$ cat config.mk
export PLATFORM = sky130hd
export DESIGN_NAME = vital_sign_median_ema_filter
export DESIGN_NICKNAME = d
export VERILOG_FILES = /design/src/rtl/vsmef_pkg.sv /design/src/rtl/vital_sign_median_ema_filter.sv /design/src/rtl/vsmef_dp.sv /design/src/rtl/vsmef_ctrl.sv
export VERILOG_INCLUDE_DIRS = /design/src /design/src/rtl
export SDC_FILE = /design/constraint.sdc
export NUM_CORES = 2
export LEC_CHECK = 0
export BUFFER_PORTS_ARGS = -buffer_cell sky130_fd_sc_hd__buf_2
export CAP_MARGIN = 20
export CORE_MARGIN = 10
export CORE_UTILIZATION = 55
export DETAILED_ROUTE_END_ITERATION = 8
export PLACE_DENSITY = 0.73
export SLEW_MARGIN = 20
export SYNTH_ARGS = -nofsm -noshare
export SYNTH_HDL_FRONTEND = slang
export SYNTH_SLANG_ARGS = --single-unit
$ cat constraint.sdc
create_clock -name aclk -period 31.6 [get_ports aclk]
set_clock_uncertainty 0.2 [all_clocks]
set_input_delay 1.58 -clock aclk [delete_from_list [all_inputs] [get_ports aclk]]
set_output_delay 1.58 -clock aclk [all_outputs]
set_load 0.05 [all_outputs]
$ cat src/rtl/vital_sign_median_ema_filter_assert.svh
// Assertion macros shared by the filter's modules.
// Each expects aclk and aresetn in scope.
`ifndef VITAL_SIGN_MEDIAN_EMA_FILTER_ASSERT_SVH
`define VITAL_SIGN_MEDIAN_EMA_FILTER_ASSERT_SVH

// same-cycle implication
`define VSMEF_ASSERT_NOW(label, ante, cons) \
    label: assert property (@(posedge aclk) disable iff (!aresetn) (ante) |-> (cons)) \
        else $error("vsmef: same-cycle check failed");

// next-cycle implication
`define VSMEF_ASSERT_NEXT(label, ante, cons) \
    label: assert property (@(posedge aclk) disable iff (!aresetn) (ante) |=> (cons)) \
        else $error("vsmef: next-cycle check failed");

`endif

$ cat src/rtl/vsmef_pkg.sv
package vsmef_pkg;

    localparam int WINDOW_DEF = 5;

    localparam logic [31:0] WARMUP_RST = 32'd10000;
    localparam logic [16:0] ALPHA_RST  = 17'd19661;
    localparam logic [16:0] ALPHA_ONE  = 17'd65536;
    localparam logic [15:0] RAW_BAD    = 16'hFF00;

    // config register indexes
    localparam logic REG_WARMUP = 1'b0;
    localparam logic REG_ALPHA  = 1'b1;

    localparam int S_TDATA_W = 72;
    localparam int M_TDATA_W = 40;

    typedef struct packed {
        logic cap;
        logic eval;
        logic med_step;
        logic ema_mul;
        logic ema_add;
        logic ema_sel;   // 0 respiration, 1 heart
        logic out_load;
    } cmd_t;

    typedef struct packed {
        logic need_med;
        logic med_last;
    } sts_t;

endpackage

$ cat src/rtl/vital_sign_median_ema_filter.sv
// Vital-sign filter: takes one item at a time and returns exactly one result item for it.
// An item with the subject absent, or with either sample NaN, zero or 0xFF00, clears the
// timer, the rings and the moving average. Otherwise a warm-up timer (warmup_ms, wrapping
// 32-bit time) runs from the first good item; after it both samples enter WINDOW-deep
// rings, and once the rings are full each ring's median (even WINDOW: lower-rounded mean of
// the middle pair) drives an exponential average weighted by avg_weight (Q1.16, capped at
// one). An item that needs no median goes from evaluation straight to the output load; one
// that does also passes through the median scan, which tests one ring entry per cycle,
// and the single shared multiplier, one multiply and one add step per channel. The next
// item can be accepted in the cycle after the result is loaded into the output register,
// even if that result is still waiting.
module vital_sign_median_ema_filter #(
    parameter int WINDOW = vsmef_pkg::WINDOW_DEF    // ring depth, 1 to 15
) (
    input  logic                             aclk,
    input  logic                             aresetn,

    // item in
    input  logic                             s_tvalid,
    output logic                             s_tready,
    // subject_present[0], now_ms[32:1], resp_raw[48:33], resp_nan[49],
    // heart_raw[65:50], heart_nan[66], zero pad[71:67]
    input  logic [vsmef_pkg::S_TDATA_W-1:0]  s_tdata,

    // result out
    output logic                             m_tvalid,
    input  logic                             m_tready,
    // present_out[0], vitals_ok[1], warm_done[2], filtered_ok[3],
    // resp_filtered[19:4], heart_filtered[35:20], zero pad[39:36]
    output logic [vsmef_pkg::M_TDATA_W-1:0]  m_tdata,

    // register writes: index 0 warmup_ms, index 1 avg_weight (bits 16:0)
    input  logic                             cfg_valid,
    output logic                             cfg_ready,
    input  logic                             cfg_addr,
    input  logic [31:0]                      cfg_data
);

    vsmef_pkg::cmd_t cmd;
    vsmef_pkg::sts_t sts;

    // registers take a write on any cycle
    assign cfg_ready = 1'b1;

    // sequencer: accept, evaluate, median scan, average update, output load
    vsmef_ctrl u_ctrl (
        .aclk     (aclk),
        .aresetn  (aresetn),
        .s_tvalid (s_tvalid),
        .s_tready (s_tready),
        .m_tvalid (m_tvalid),
        .m_tready (m_tready),
        .sts      (sts),
        .cmd      (cmd)
    );

    // timer, rings, median rank test, shared multiplier, output register
    vsmef_dp #(
        .WINDOW (WINDOW)
    ) u_dp (
        .aclk      (aclk),
        .aresetn   (aresetn),
        .s_tdata   (s_tdata),
        .cfg_valid (cfg_valid && cfg_ready),
        .cfg_addr  (cfg_addr),
        .cfg_data  (cfg_data),
        .cmd       (cmd),
        .sts       (sts),
        .m_tdata   (m_tdata)
    );

endmodule

$ cat src/rtl/vsmef_dp.sv
`include "vital_sign_median_ema_filter_assert.svh"

module vsmef_dp #(
    parameter int WINDOW = vsmef_pkg::WINDOW_DEF
) (
    input  logic                             aclk,
    input  logic                             aresetn,
    input  logic [vsmef_pkg::S_TDATA_W-1:0]  s_tdata,
    input  logic                             cfg_valid,
    input  logic                             cfg_addr,
    input  logic [31:0]                      cfg_data,
    input  vsmef_pkg::cmd_t                  cmd,
    output vsmef_pkg::sts_t                  sts,
    output logic [vsmef_pkg::M_TDATA_W-1:0]  m_tdata
);

    localparam int IDX_W = (WINDOW > 1) ? $clog2(WINDOW) : 1;
    localparam int CNT_W = $clog2(WINDOW + 1);
    localparam logic [CNT_W-1:0] K_LO     = CNT_W'((WINDOW - 1) / 2);
    localparam logic [CNT_W-1:0] K_HI     = CNT_W'(WINDOW / 2);
    localparam logic [CNT_W-1:0] W_CNT    = CNT_W'(WINDOW);
    localparam logic [IDX_W-1:0] LAST_IDX = IDX_W'(WINDOW - 1);

    // config
    logic [31:0] warmup_reg;
    logic [16:0] alpha_reg;

    // captured item
    logic        in_present_reg;
    logic [31:0] in_now_reg;
    logic [15:0] in_resp_reg;
    logic        in_resp_nan_reg;
    logic [15:0] in_heart_reg;
    logic        in_heart_nan_reg;

    // filter state
    logic             timer_reg;
    logic [31:0]      start_reg;
    logic             warmed_reg;
    logic [IDX_W-1:0] wpos_reg;
    logic [CNT_W-1:0] fill_reg;
    logic             seeded_reg;
    logic [15:0]      resp_avg_reg;
    logic [15:0]      heart_avg_reg;

    logic [15:0] resp_ring [WINDOW];
    logic [15:0] heart_ring [WINDOW];

    // median scan
    logic [IDX_W-1:0] med_idx_reg;
    logic [15:0]      resp_lo_reg;
    logic [15:0]      resp_hi_reg;
    logic [15:0]      heart_lo_reg;
    logic [15:0]      heart_hi_reg;

    logic signed [34:0] prod_reg;

    // result flags
    logic res_present_reg;
    logic res_ok_reg;
    logic res_warm_reg;
    logic res_fok_reg;

    logic [vsmef_pkg::M_TDATA_W-1:0] m_data_reg;

    // ---- evaluation of one item ----
    logic             resp_valid;
    logic             heart_valid;
    logic             item_ok;
    logic             go;
    logic [31:0]      start_eff;
    logic             warm_eff;
    logic [31:0]      elapsed;
    logic             warm_hit;
    logic             warm_new;
    logic [IDX_W-1:0] wpos_base;
    logic [CNT_W-1:0] fill_base;
    logic             seeded_base;
    logic [IDX_W-1:0] wpos_new;
    logic [CNT_W-1:0] fill_new;
    logic             need_med;

    always_comb begin
        resp_valid  = !in_resp_nan_reg && (in_resp_reg != 16'd0)
                      && (in_resp_reg != vsmef_pkg::RAW_BAD);
        heart_valid = !in_heart_nan_reg && (in_heart_reg != 16'd0)
                      && (in_heart_reg != vsmef_pkg::RAW_BAD);
        item_ok     = resp_valid && heart_valid;
        go          = in_present_reg && item_ok;
        start_eff   = timer_reg ? start_reg : in_now_reg;
        warm_eff    = timer_reg && warmed_reg;
        elapsed     = in_now_reg - start_eff;
        warm_hit    = !warm_eff && (elapsed >= warmup_reg);
        warm_new    = warm_eff || warm_hit;
        wpos_base   = warm_hit ? '0 : wpos_reg;
        fill_base   = warm_hit ? '0 : fill_reg;
        seeded_base = warm_hit ? 1'b0 : seeded_reg;
        wpos_new    = (wpos_base == LAST_IDX) ? '0 : wpos_base + 1'b1;
        fill_new    = (fill_base == W_CNT) ? W_CNT : fill_base + 1'b1;
        need_med    = go && warm_new && (fill_new == W_CNT);
    end

    // ---- median rank test, one candidate a cycle ----
    logic [15:0]      resp_cand;
    logic [15:0]      heart_cand;
    logic [CNT_W-1:0] resp_lt;
    logic [CNT_W-1:0] resp_le;
    logic [CNT_W-1:0] heart_lt;
    logic [CNT_W-1:0] heart_le;

    always_comb begin
        resp_cand  = resp_ring[med_idx_reg];
        heart_cand = heart_ring[med_idx_reg];
        resp_lt    = '0;
        resp_le    = '0;
        heart_lt   = '0;
        heart_le   = '0;
        for (int j = 0; j < WINDOW; j++) begin
            resp_lt  = resp_lt  + CNT_W'(resp_ring[j]  <  resp_cand);
            resp_le  = resp_le  + CNT_W'(resp_ring[j]  <= resp_cand);
            heart_lt = heart_lt + CNT_W'(heart_ring[j] <  heart_cand);
            heart_le = heart_le + CNT_W'(heart_ring[j] <= heart_cand);
        end
    end

    // ---- moving average ----
    logic [16:0]        resp_sum;
    logic [16:0]        heart_sum;
    logic [15:0]        med_sel;
    logic [15:0]        avg_sel;
    logic [16:0]        alpha_sat;
    logic signed [16:0] diff;
    logic signed [18:0] avg_sum;
    logic [15:0]        avg_new;

    always_comb begin
        resp_sum  = {1'b0, resp_lo_reg} + {1'b0, resp_hi_reg};
        heart_sum = {1'b0, heart_lo_reg} + {1'b0, heart_hi_reg};
        med_sel   = cmd.ema_sel ? heart_sum[16:1] : resp_sum[16:1];
        avg_sel   = cmd.ema_sel ? heart_avg_reg : resp_avg_reg;
        alpha_sat = alpha_reg[16] ? vsmef_pkg::ALPHA_ONE : alpha_reg;
        diff      = $signed({1'b0, med_sel}) - $signed({1'b0, avg_sel});
        avg_sum   = $signed({3'b000, avg_sel}) + prod_reg[34:16];
        avg_new   = seeded_reg ? avg_sum[15:0] : med_sel;
    end

    always_ff @(posedge aclk) begin
        if (cmd.ema_mul) begin
            prod_reg <= $signed({1'b0, alpha_sat}) * diff;
        end
    end

    // ---- config registers ----
    always_ff @(posedge aclk) begin
        if (!aresetn) begin
            warmup_reg <= vsmef_pkg::WARMUP_RST;
            alpha_reg  <= vsmef_pkg::ALPHA_RST;
        end else if (cfg_valid) begin
            case (cfg_addr)
                vsmef_pkg::REG_WARMUP: warmup_reg <= cfg_data;
                vsmef_pkg::REG_ALPHA:  alpha_reg  <= cfg_data[16:0];
                default: ;
            endcase
        end
    end

    // ---- input capture ----
    always_ff @(posedge aclk) begin
        if (cmd.cap) begin
            in_present_reg   <= s_tdata[0];
            in_now_reg       <= s_tdata[32:1];
            in_resp_reg      <= s_tdata[48:33];
            in_resp_nan_reg  <= s_tdata[49];
            in_heart_reg     <= s_tdata[65:50];
            in_heart_nan_reg <= s_tdata[66];
        end
    end

    // ---- rings ----
    always_ff @(posedge aclk) begin
        if (cmd.eval && go && warm_new) begin
            resp_ring[wpos_base]  <= in_resp_reg;
            heart_ring[wpos_base] <= in_heart_reg;
        end
    end

    // ---- filter state ----
    always_ff @(posedge aclk) begin
        if (!aresetn) begin
            timer_reg     <= 1'b0;
            start_reg     <= '0;
            warmed_reg    <= 1'b0;
            wpos_reg      <= '0;
            fill_reg      <= '0;
            seeded_reg    <= 1'b0;
            resp_avg_reg  <= '0;
            heart_avg_reg <= '0;
            res_fok_reg   <= 1'b0;
        end else if (cmd.eval) begin
            res_fok_reg <= need_med;
            if (!go) begin
                timer_reg     <= 1'b0;
                start_reg     <= '0;
                warmed_reg    <= 1'b0;
                wpos_reg      <= '0;
                fill_reg      <= '0;
                seeded_reg    <= 1'b0;
                resp_avg_reg  <= '0;
                heart_avg_reg <= '0;
            end else begin
                timer_reg  <= 1'b1;
                start_reg  <= start_eff;
                warmed_reg <= warm_new;
                seeded_reg <= seeded_base;
                if (warm_new) begin
                    wpos_reg <= wpos_new;
                    fill_reg <= fill_new;
                end
            end
        end else if (cmd.ema_add) begin
            if (cmd.ema_sel) begin
                heart_avg_reg <= avg_new;
                seeded_reg    <= 1'b1;
            end else begin
                resp_avg_reg <= avg_new;
            end
        end
    end

    always_ff @(posedge aclk) begin
        if (cmd.eval) begin
            res_present_reg <= in_present_reg;
            res_ok_reg      <= item_ok;
            res_warm_reg    <= go && warm_new;
        end
    end

    // ---- median scan ----
    always_ff @(posedge aclk) begin
        if (cmd.eval) begin
            med_idx_reg <= '0;
        end else if (cmd.med_step) begin
            if (med_idx_reg != LAST_IDX) begin
                med_idx_reg <= med_idx_reg + 1'b1;
            end
            if ((resp_lt <= K_LO) && (K_LO < resp_le)) resp_lo_reg <= resp_cand;
            if ((resp_lt <= K_HI) && (K_HI < resp_le)) resp_hi_reg <= resp_cand;
            if ((heart_lt <= K_LO) && (K_LO < heart_le)) heart_lo_reg <= heart_cand;
            if ((heart_lt <= K_HI) && (K_HI < heart_le)) heart_hi_reg <= heart_cand;
        end
    end

    // ---- output register ----
    always_ff @(posedge aclk) begin
        if (cmd.out_load) begin
            m_data_reg <= {4'b0000,
                           res_fok_reg ? heart_avg_reg : 16'd0,
                           res_fok_reg ? resp_avg_reg : 16'd0,
                           res_fok_reg, res_warm_reg, res_ok_reg, res_present_reg};
        end
    end

    assign m_tdata      = m_data_reg;
    assign sts.need_med = need_med;
    assign sts.med_last = (med_idx_reg == LAST_IDX);

    `VSMEF_ASSERT_NOW(a_fill_bound, 1'b1, fill_reg <= W_CNT)
    `VSMEF_ASSERT_NOW(a_fok_full, res_fok_reg, fill_reg == W_CNT && warmed_reg)

endmodule

$ cat src/rtl/vsmef_ctrl.sv
`include "vital_sign_median_ema_filter_assert.svh"

module vsmef_ctrl (
    input  logic            aclk,
    input  logic            aresetn,
    input  logic            s_tvalid,
    output logic            s_tready,
    output logic            m_tvalid,
    input  logic            m_tready,
    input  vsmef_pkg::sts_t sts,
    output vsmef_pkg::cmd_t cmd
);

    localparam logic [2:0] S_IDLE = 3'd0;
    localparam logic [2:0] S_EVAL = 3'd1;
    localparam logic [2:0] S_MED  = 3'd2;
    localparam logic [2:0] S_MUL  = 3'd3;
    localparam logic [2:0] S_ADD  = 3'd4;
    localparam logic [2:0] S_DONE = 3'd5;

    logic [2:0] state_reg;
    logic [2:0] state_next;
    logic       sel_reg;
    logic       sel_next;
    logic       m_valid_reg;
    logic       m_valid_next;

    always_comb begin
        state_next = state_reg;
        sel_next   = sel_reg;
        cmd        = '0;
        s_tready   = 1'b0;
        case (state_reg)
            S_IDLE: begin
                s_tready = 1'b1;
                if (s_tvalid) begin
                    cmd.cap    = 1'b1;
                    state_next = S_EVAL;
                end
            end
            S_EVAL: begin
                cmd.eval   = 1'b1;
                sel_next   = 1'b0;
                state_next = sts.need_med ? S_MED : S_DONE;
            end
            S_MED: begin
                cmd.med_step = 1'b1;
                if (sts.med_last) begin
                    state_next = S_MUL;
                end
            end
            S_MUL: begin
                cmd.ema_mul = 1'b1;
                cmd.ema_sel = sel_reg;
                state_next  = S_ADD;
            end
            S_ADD: begin
                cmd.ema_add = 1'b1;
                cmd.ema_sel = sel_reg;
                if (sel_reg) begin
                    state_next = S_DONE;
                end else begin
                    sel_next   = 1'b1;
                    state_next = S_MUL;
                end
            end
            S_DONE: begin
                if (!m_valid_reg || m_tready) begin
                    cmd.out_load = 1'b1;
                    state_next   = S_IDLE;
                end
            end
            default: begin
                state_next = S_IDLE;
            end
        endcase
    end

    always_comb begin
        if (cmd.out_load) begin
            m_valid_next = 1'b1;
        end else if (m_tready) begin
            m_valid_next = 1'b0;
        end else begin
            m_valid_next = m_valid_reg;
        end
    end

    always_ff @(posedge aclk) begin
        if (!aresetn) begin
            state_reg   <= S_IDLE;
            sel_reg     <= 1'b0;
            m_valid_reg <= 1'b0;
        end else begin
            state_reg   <= state_next;
            sel_reg     <= sel_next;
            m_valid_reg <= m_valid_next;
        end
    end

    assign m_tvalid = m_valid_reg;

    `VSMEF_ASSERT_NOW(a_eval_after_accept, state_reg == S_EVAL, $past(s_tvalid && s_tready))
    `VSMEF_ASSERT_NOW(a_no_overwrite, cmd.out_load, !m_valid_reg || m_tready)
    `VSMEF_ASSERT_NEXT(a_med_to_mul, state_reg == S_MED && sts.med_last, state_reg == S_MUL)

endmodule
# ---- Word level (Yosys, flattened, before mapping)
# Memories as Yosys holds them, arrays and structs flattened. A register that Yosys moved wholly into a read port is not among the register bits.
# Index checks and enable logic that the tools add are counted.
dict set report classes {
  addsub 24
  n_mul 1
  magnitude_cmp 25
  n_eq_ne 19
  n_mux 53
  n_bitwise 2
  n_reduce_logical 38
}
# cell n
set op_table {}
lappend op_table {{16-bit <= comparator} 10}
lappend op_table {{16-bit < comparator} 10}
lappend op_table {{16-bit two-way mux} 10}
lappend op_table {{32-bit two-way mux} 2}
lappend op_table {{3-bit two-way mux} 17}
lappend op_table {{3-bit by 1-bit adder with 3-bit output} 12}
lappend op_table {{16-bit by 16-bit adder with 17-bit output} 2}
lappend op_table {{32-bit >= comparator} 1}
lappend op_table {{18-bit by 17-bit multiplier with 32-bit output} 1}
lappend op_table {{16-bit != test (second input constant)} 2}
lappend op_table {{16-bit nonzero test} 2}
lappend op_table {{32-bit subtractor} 1}
lappend op_table {{1-bit two-way mux} 21}
lappend op_table {{3-bit == test (second input constant)} 6}
lappend op_table {{3-bit one-hot mux with 6 select lines} 1}
lappend op_table {{3-bit AND reduction} 6}
lappend op_table {{17-bit two-way mux} 1}
lappend op_table {{16-bit by 16-bit subtractor with 17-bit output} 1}
lappend op_table {{16-bit adder} 1}
lappend op_table {{1-bit logical AND} 14}
lappend op_table {{3-bit by 1-bit adder with 3-bit output (second input constant)} 3}
lappend op_table {{1-bit by 1-bit adder with 2-bit output} 4}
lappend op_table {{2-bit != test (second input constant)} 4}
lappend op_table {{2-bit AND reduction} 4}
lappend op_table {{other kinds (13)} 26}
dict set report word_totals {
  register_bits 301
  ramBits 160
  out_inout_bits 43
  wordCells 193
  n_memories 2
}
# name words word_bits rd rd_ports_with_merged_regs wr line_no
set memory_table {}
lappend memory_table {u_dp.heart_ring 5 16 6 1 1 vsmef_dp.sv:47} ;# logic [15:0] heart_ring [WINDOW];
lappend memory_table {u_dp.resp_ring 5 16 6 1 1 vsmef_dp.sv:46} ;# logic [15:0] resp_ring [WINDOW];

# ---- Depth between registers and ports, before layout
dict set report logic_depth {
  depth_word 11
  mapped_depth 43
}

# ---- Cells and area by module
# Synthesis repeated with hierarchy kept, for this count alone.
dict set report unflattened {
  cells_unflattened 3402
  hier_area_um2 37333.3
}
# module n_inst cells_per_inst area_per_inst_um2 seq_area_each_um2
set modules_own_cells {}
lappend modules_own_cells {vsmef_dp 1 3363 36975.5 14894.3}
lappend modules_own_cells {vsmef_ctrl 1 37 346.6 100.1}
lappend modules_own_cells {vital_sign_median_ema_filter 1 2 11.3 0.0}

# ---- Least setup slack after synthesis
# No wires, ideal clock.
dict set report synth_timing {
  kind {register to register}
  startpoint {reg u_ctrl.state_reg[1]}
  endpoint {reg u_dp.prod_reg[30], data pin}
  setup_time_ns 0.258
  arrival_ns 10.136
  t_required_ns 31.142
  setup_slack_ns 21.006
  path_stages_with_launch 42
  n_path_buf 3
  period_less_slack_ns 10.594
  cell_sequence {dfxtp_1 -> clkbuf_1 -> nor2b_1 -> and2_1 -> o21ai_1 -> clkbuf_1 -> clkbuf_1 -> mux2_2 -> inv_1 -> ha_1 -> a21o_1 -> a21oi_1 -> nor2b_1 -> a31oi_2 -> a31oi_1 -> o21ai_0 -> a21oi_1 -> o21bai_1 -> (+6 left out) -> inv_1 -> fa_1 -> fa_1 -> fa_1 -> inv_1 -> fa_1 -> inv_1 -> ha_1 -> a21o_1 -> a21oi_1 -> nor2b_1 -> nor2_1 -> o31ai_4 -> a41oi_2 -> a2111oi_4 -> o21a_1 -> nor2_1 -> xnor2_1}
}
dict set report synth_via {
  elab_chain_cells 6
  word_cells_on_any_way 8
  cone_classes {add/sub (1); mul (1); eq/ne (2); mux (3); reduce/logical (1)}
}
# element line_no
set synth_lines {}
lappend synth_lines {{from (decl)} vsmef_ctrl.sv:21} ;# logic [2:0] state_reg;
lappend synth_lines {{from (signal assigned)} vsmef_ctrl.sv:95} ;# state_reg <= state_next;
lappend synth_lines {{3-bit by 2-bit == test with 1-bit output / 3-bit == test (equally long branches)} vsmef_ctrl.sv:33} ;# case (state_reg)
lappend synth_lines {{2-bit OR reduction (no line) (*)} n/a}
lappend synth_lines {{1-bit two-way mux (*)} vsmef_ctrl.sv:33}
lappend synth_lines {{16-bit two-way mux, on equally long branches} {vsmef_dp.sv:139, vsmef_dp.sv:140}}
lappend synth_lines {{16-bit by 16-bit subtractor with 17-bit output (*)} vsmef_dp.sv:142} ;# diff = $signed({1'b0, med_sel}) - $signed({1'b0, avg_sel});
lappend synth_lines {{18-bit by 17-bit multiplier with 32-bit output (*)} vsmef_dp.sv:149} ;# prod_reg <= $signed({1'b0, alpha_sat}) * diff;
lappend synth_lines {{to (signal assigned)} vsmef_dp.sv:149}
lappend synth_lines {{to (decl)} vsmef_dp.sv:56} ;# logic signed [34:0] prod_reg;
# Every way passes the cells marked *; elsewhere a longest branch is shown, timed or not.
# A chain may end at the register's enable or synchronous reset.

# ---- Worst setup path in the final report
dict set report layout_timing {
  startpoint {reg u_ctrl.state_reg[2]}
  endpoint {reg u_dp.prod_reg[31], data pin}
}
# Same word-level chain as after synthesis.

==> out/results.txt <==
outcome -> finished, final reports clean
clock root buffer -> clkbuf_16
critical path type -> flop to flop
Final ANT Viol Nets -> 0
async set or reset register ratio after synthesis -> 0%
Synth cell types -> 89
Slew @ Worst Pin -> 1.158 ns
port bufs -> 142
vias in the first global route -> 26,070
I/O pin count -> 153
fmax -> 83.86 MHz
Critical Path AT -> 12.11 ns
CORE AREA -> 67,510 sq um
first-pass GRT wire length -> 143,800 um
vias per cell -> 5.752
Synth Area in Compound Gates -> 9.204%
WP data required -> 31.78 ns
post-route minimum period -> 11.92 ns
CP max FO -> 25
Fillers -> 5,425
Max Cap Viol -> 0
gp weighted congestion -> 0.9271
Synth Area in Adders -> 24.75%
mapped cell area -> 37,630 sq um
TritonCTS Buffers -> 57
Routed WL per cell -> 20.73 um
largest buffer count on any clock path -> 3
register area share after synthesis -> 39.85%
most used cell, CP -> fa_1
multiplexer share of the synthesized area -> 6.647%
initial DRC count -> 2,016
die area -> 79,280 sq um
postcts setup bufs -> 0
Finished Layout Cells -> 4,422
commonest non-fill, non-tap cells in the layout -> edfxtp_1, inv_1, ha_1
Tcrit/Tclk final -> 37.74%
DR pass1 iterations -> 5
unrepaired setup endpoints after global routing -> no
Final Max Slew Viols -> 0
total global-route track usage -> 23.19%
DP Wirelength -> 68,230 um
most common cell after layout, fill and taps aside -> edfxtp_1
# nets final -> 4,217
CTS tree -> done
Startpoint Class -> flop
CP max stage delay -> 0.83 ns
Residual DRC -> 0
Fin. Hold Viols -> 0
DRT Wirelength -> 91,660 um
Post-Place Cells -> 4,315
Cells after Synth -> 3,374
Resize count post-CTS -> 0
YS warnings -> 0
top_reg_cell synth -> edfxtp_1
growth of design area from synthesis to finish -> 9.822%
vias -> 25,440
pre-CTS setup slack -> 19.82 ns
Post-Route Setup TNS -> 0 ns
initial core utilization -> 55.73%
Slew headroom -> 22.62%
Synth Area in XOR/XNOR -> 2.072%
CP endpoint kind -> flop
row cnt -> 95
Hold Path Class -> flop to flop
cts hold-fix bufs -> 0
simple-gate area share of the yosys netlist -> 12.15%
initial antenna violation count -> 1
share of layout cells above drive strength 1 -> 11.78%
Mean Syn Cell Area -> 11.15 sq um
largest net degree at the start of global routing -> 103
H-tree Lvls -> 2
die extent in y -> 281.6 um
Clock Pin Slew Worst Setup and Hold Paths -> 0.06 ns
Die W -> 281.6 um
Synth Register Bits -> 544
slowest cell on the critical path -> xnor2_1
PnR worst setup slack -> 19.68 ns
# clock sinks -> 544
number of flops mapped to enable cells by yosys -> 410
largest family of logic cells by synthesized area -> adder cells
endpoints failing setup -> 0
clock latency on the worst-skew pair -> 0.65 ns
gr ovfl total -> 0
==> final timing paths <==
check,from,endpoint,slack (ns),cells after the start
min,u_dp.res_present_reg$_DFFE_PP_,u_dp.m_tdata[0]$_DFFE_PP_,0.22,0
min reg2reg,u_dp.res_present_reg$_DFFE_PP_,u_dp.m_tdata[0]$_DFFE_PP_,0.22,0
max reg2reg,u_ctrl.state_reg[2]$_SDFFE_PN0P_,u_dp.prod_reg[31]$_DFFE_PP_,19.68,39
max,u_ctrl.state_reg[2]$_SDFFE_PN0P_,u_dp.prod_reg[31]$_DFFE_PP_,19.68,39
==> worst max-delay path: cells and delay by family (launching register included) <==
family	cells	cell delay, ns
xor+xnor	2	0.92
buf+inv	5	0.64
mux	1	0.42
fa+ha+maj	8	3.64
simple gates	8	1.52
compound gates	15	3.55
flops	1	0.77
==> routing by layer <==
| layer | global-route usage [%] | wire length [um] |
|---|---|---|
| met4 | 9.324 | 3760 |
| met1 | 30.02 | 38530 |
| met5 | 0.1249 | 0 |
| met2 | 38.87 | 44010 |
| met3 | 3.307 | 5359 |
==> metrics by stage <==
| stage | utilization, % | hold slack, ns | area (sq um) |
|---|---|---|---|
| final | 61.21 | 0.2195 | 41320 |
| after global routing | 61.20 | 0.2389 | 41320 |
| after CTS | 61.13 | 0.2207 | 41270 |
| after detailed placement | 58.25 | 0.2056 | 39330 |
| after global placement | 58.25 | 0.2050 | 39330 |
| after floorplan | - | 0.2003 | 37640 |
==> synth_stat cells, drive strengths merged (8+ instances only) <==
master | number | area, sq um
and3 | 13 | 86.33
or2 | 8 | 50.05
or3 | 9 | 56.30
nand4 | 50 | 312.8
o21bai | 17 | 127.6
xor2 | 17 | 156.4
xnor2 | 62 | 599.3
nand2 | 349 | 1320
a21oi | 108 | 555.5
fa | 234 | 4684
mux2 | 23 | 259.0
inv | 410 | 1539
nor2b | 75 | 469.2
o21ai | 115 | 575.6
nand2b | 56 | 350.3
mux2i | 80 | 800.8
dfxtp | 134 | 2683
ha | 370 | 4629
nor3 | 39 | 195.2
clkbuf | 88 | 330.3
and2 | 82 | 515.5
buf | 22 | 128.9
o21a | 50 | 375.4
nor2 | 188 | 705.7
mux4 | 64 | 1441
a31oi | 10 | 68.81
edfxtp | 410 | 12310
nand3 | 34 | 170.2
nor4 | 14 | 87.58
o211ai | 13 | 102.6
a21o | 66 | 495.5
a211oi | 19 | 147.6
a21boi | 46 | 345.3
o22ai | 8 | 50.05
==> final cells by class <==
type                       count  area [sq um]  area share, %
antenna                        1         2.502       0.006055
clock buffer                  68          1478          3.576
clock inverter                36         469.2          1.135
inverter                     410          1539          3.724
multi-input combinational   2313         20760          50.23
sequential                   544         15000          36.31
tap                          873          1092          2.643
timing repair buffer         177         980.9          2.374
==> logic make-up after synthesis <==
| logic type | Yosys count |
|---|---|
| buffers and inverters | 520 |
| adder cells (fa/ha/maj) | 604 |
| AO/OA/AOI/OAI | 513 |
| flip-flops | 544 |
| multiplexers | 167 |
| AND/OR/NAND/NOR | 944 |
| XOR/XNOR | 80 |
| other | 2 |
Power is not shown: default switching activity piles up to over one toggle a cycle in this logic, so the estimate is an artifact.
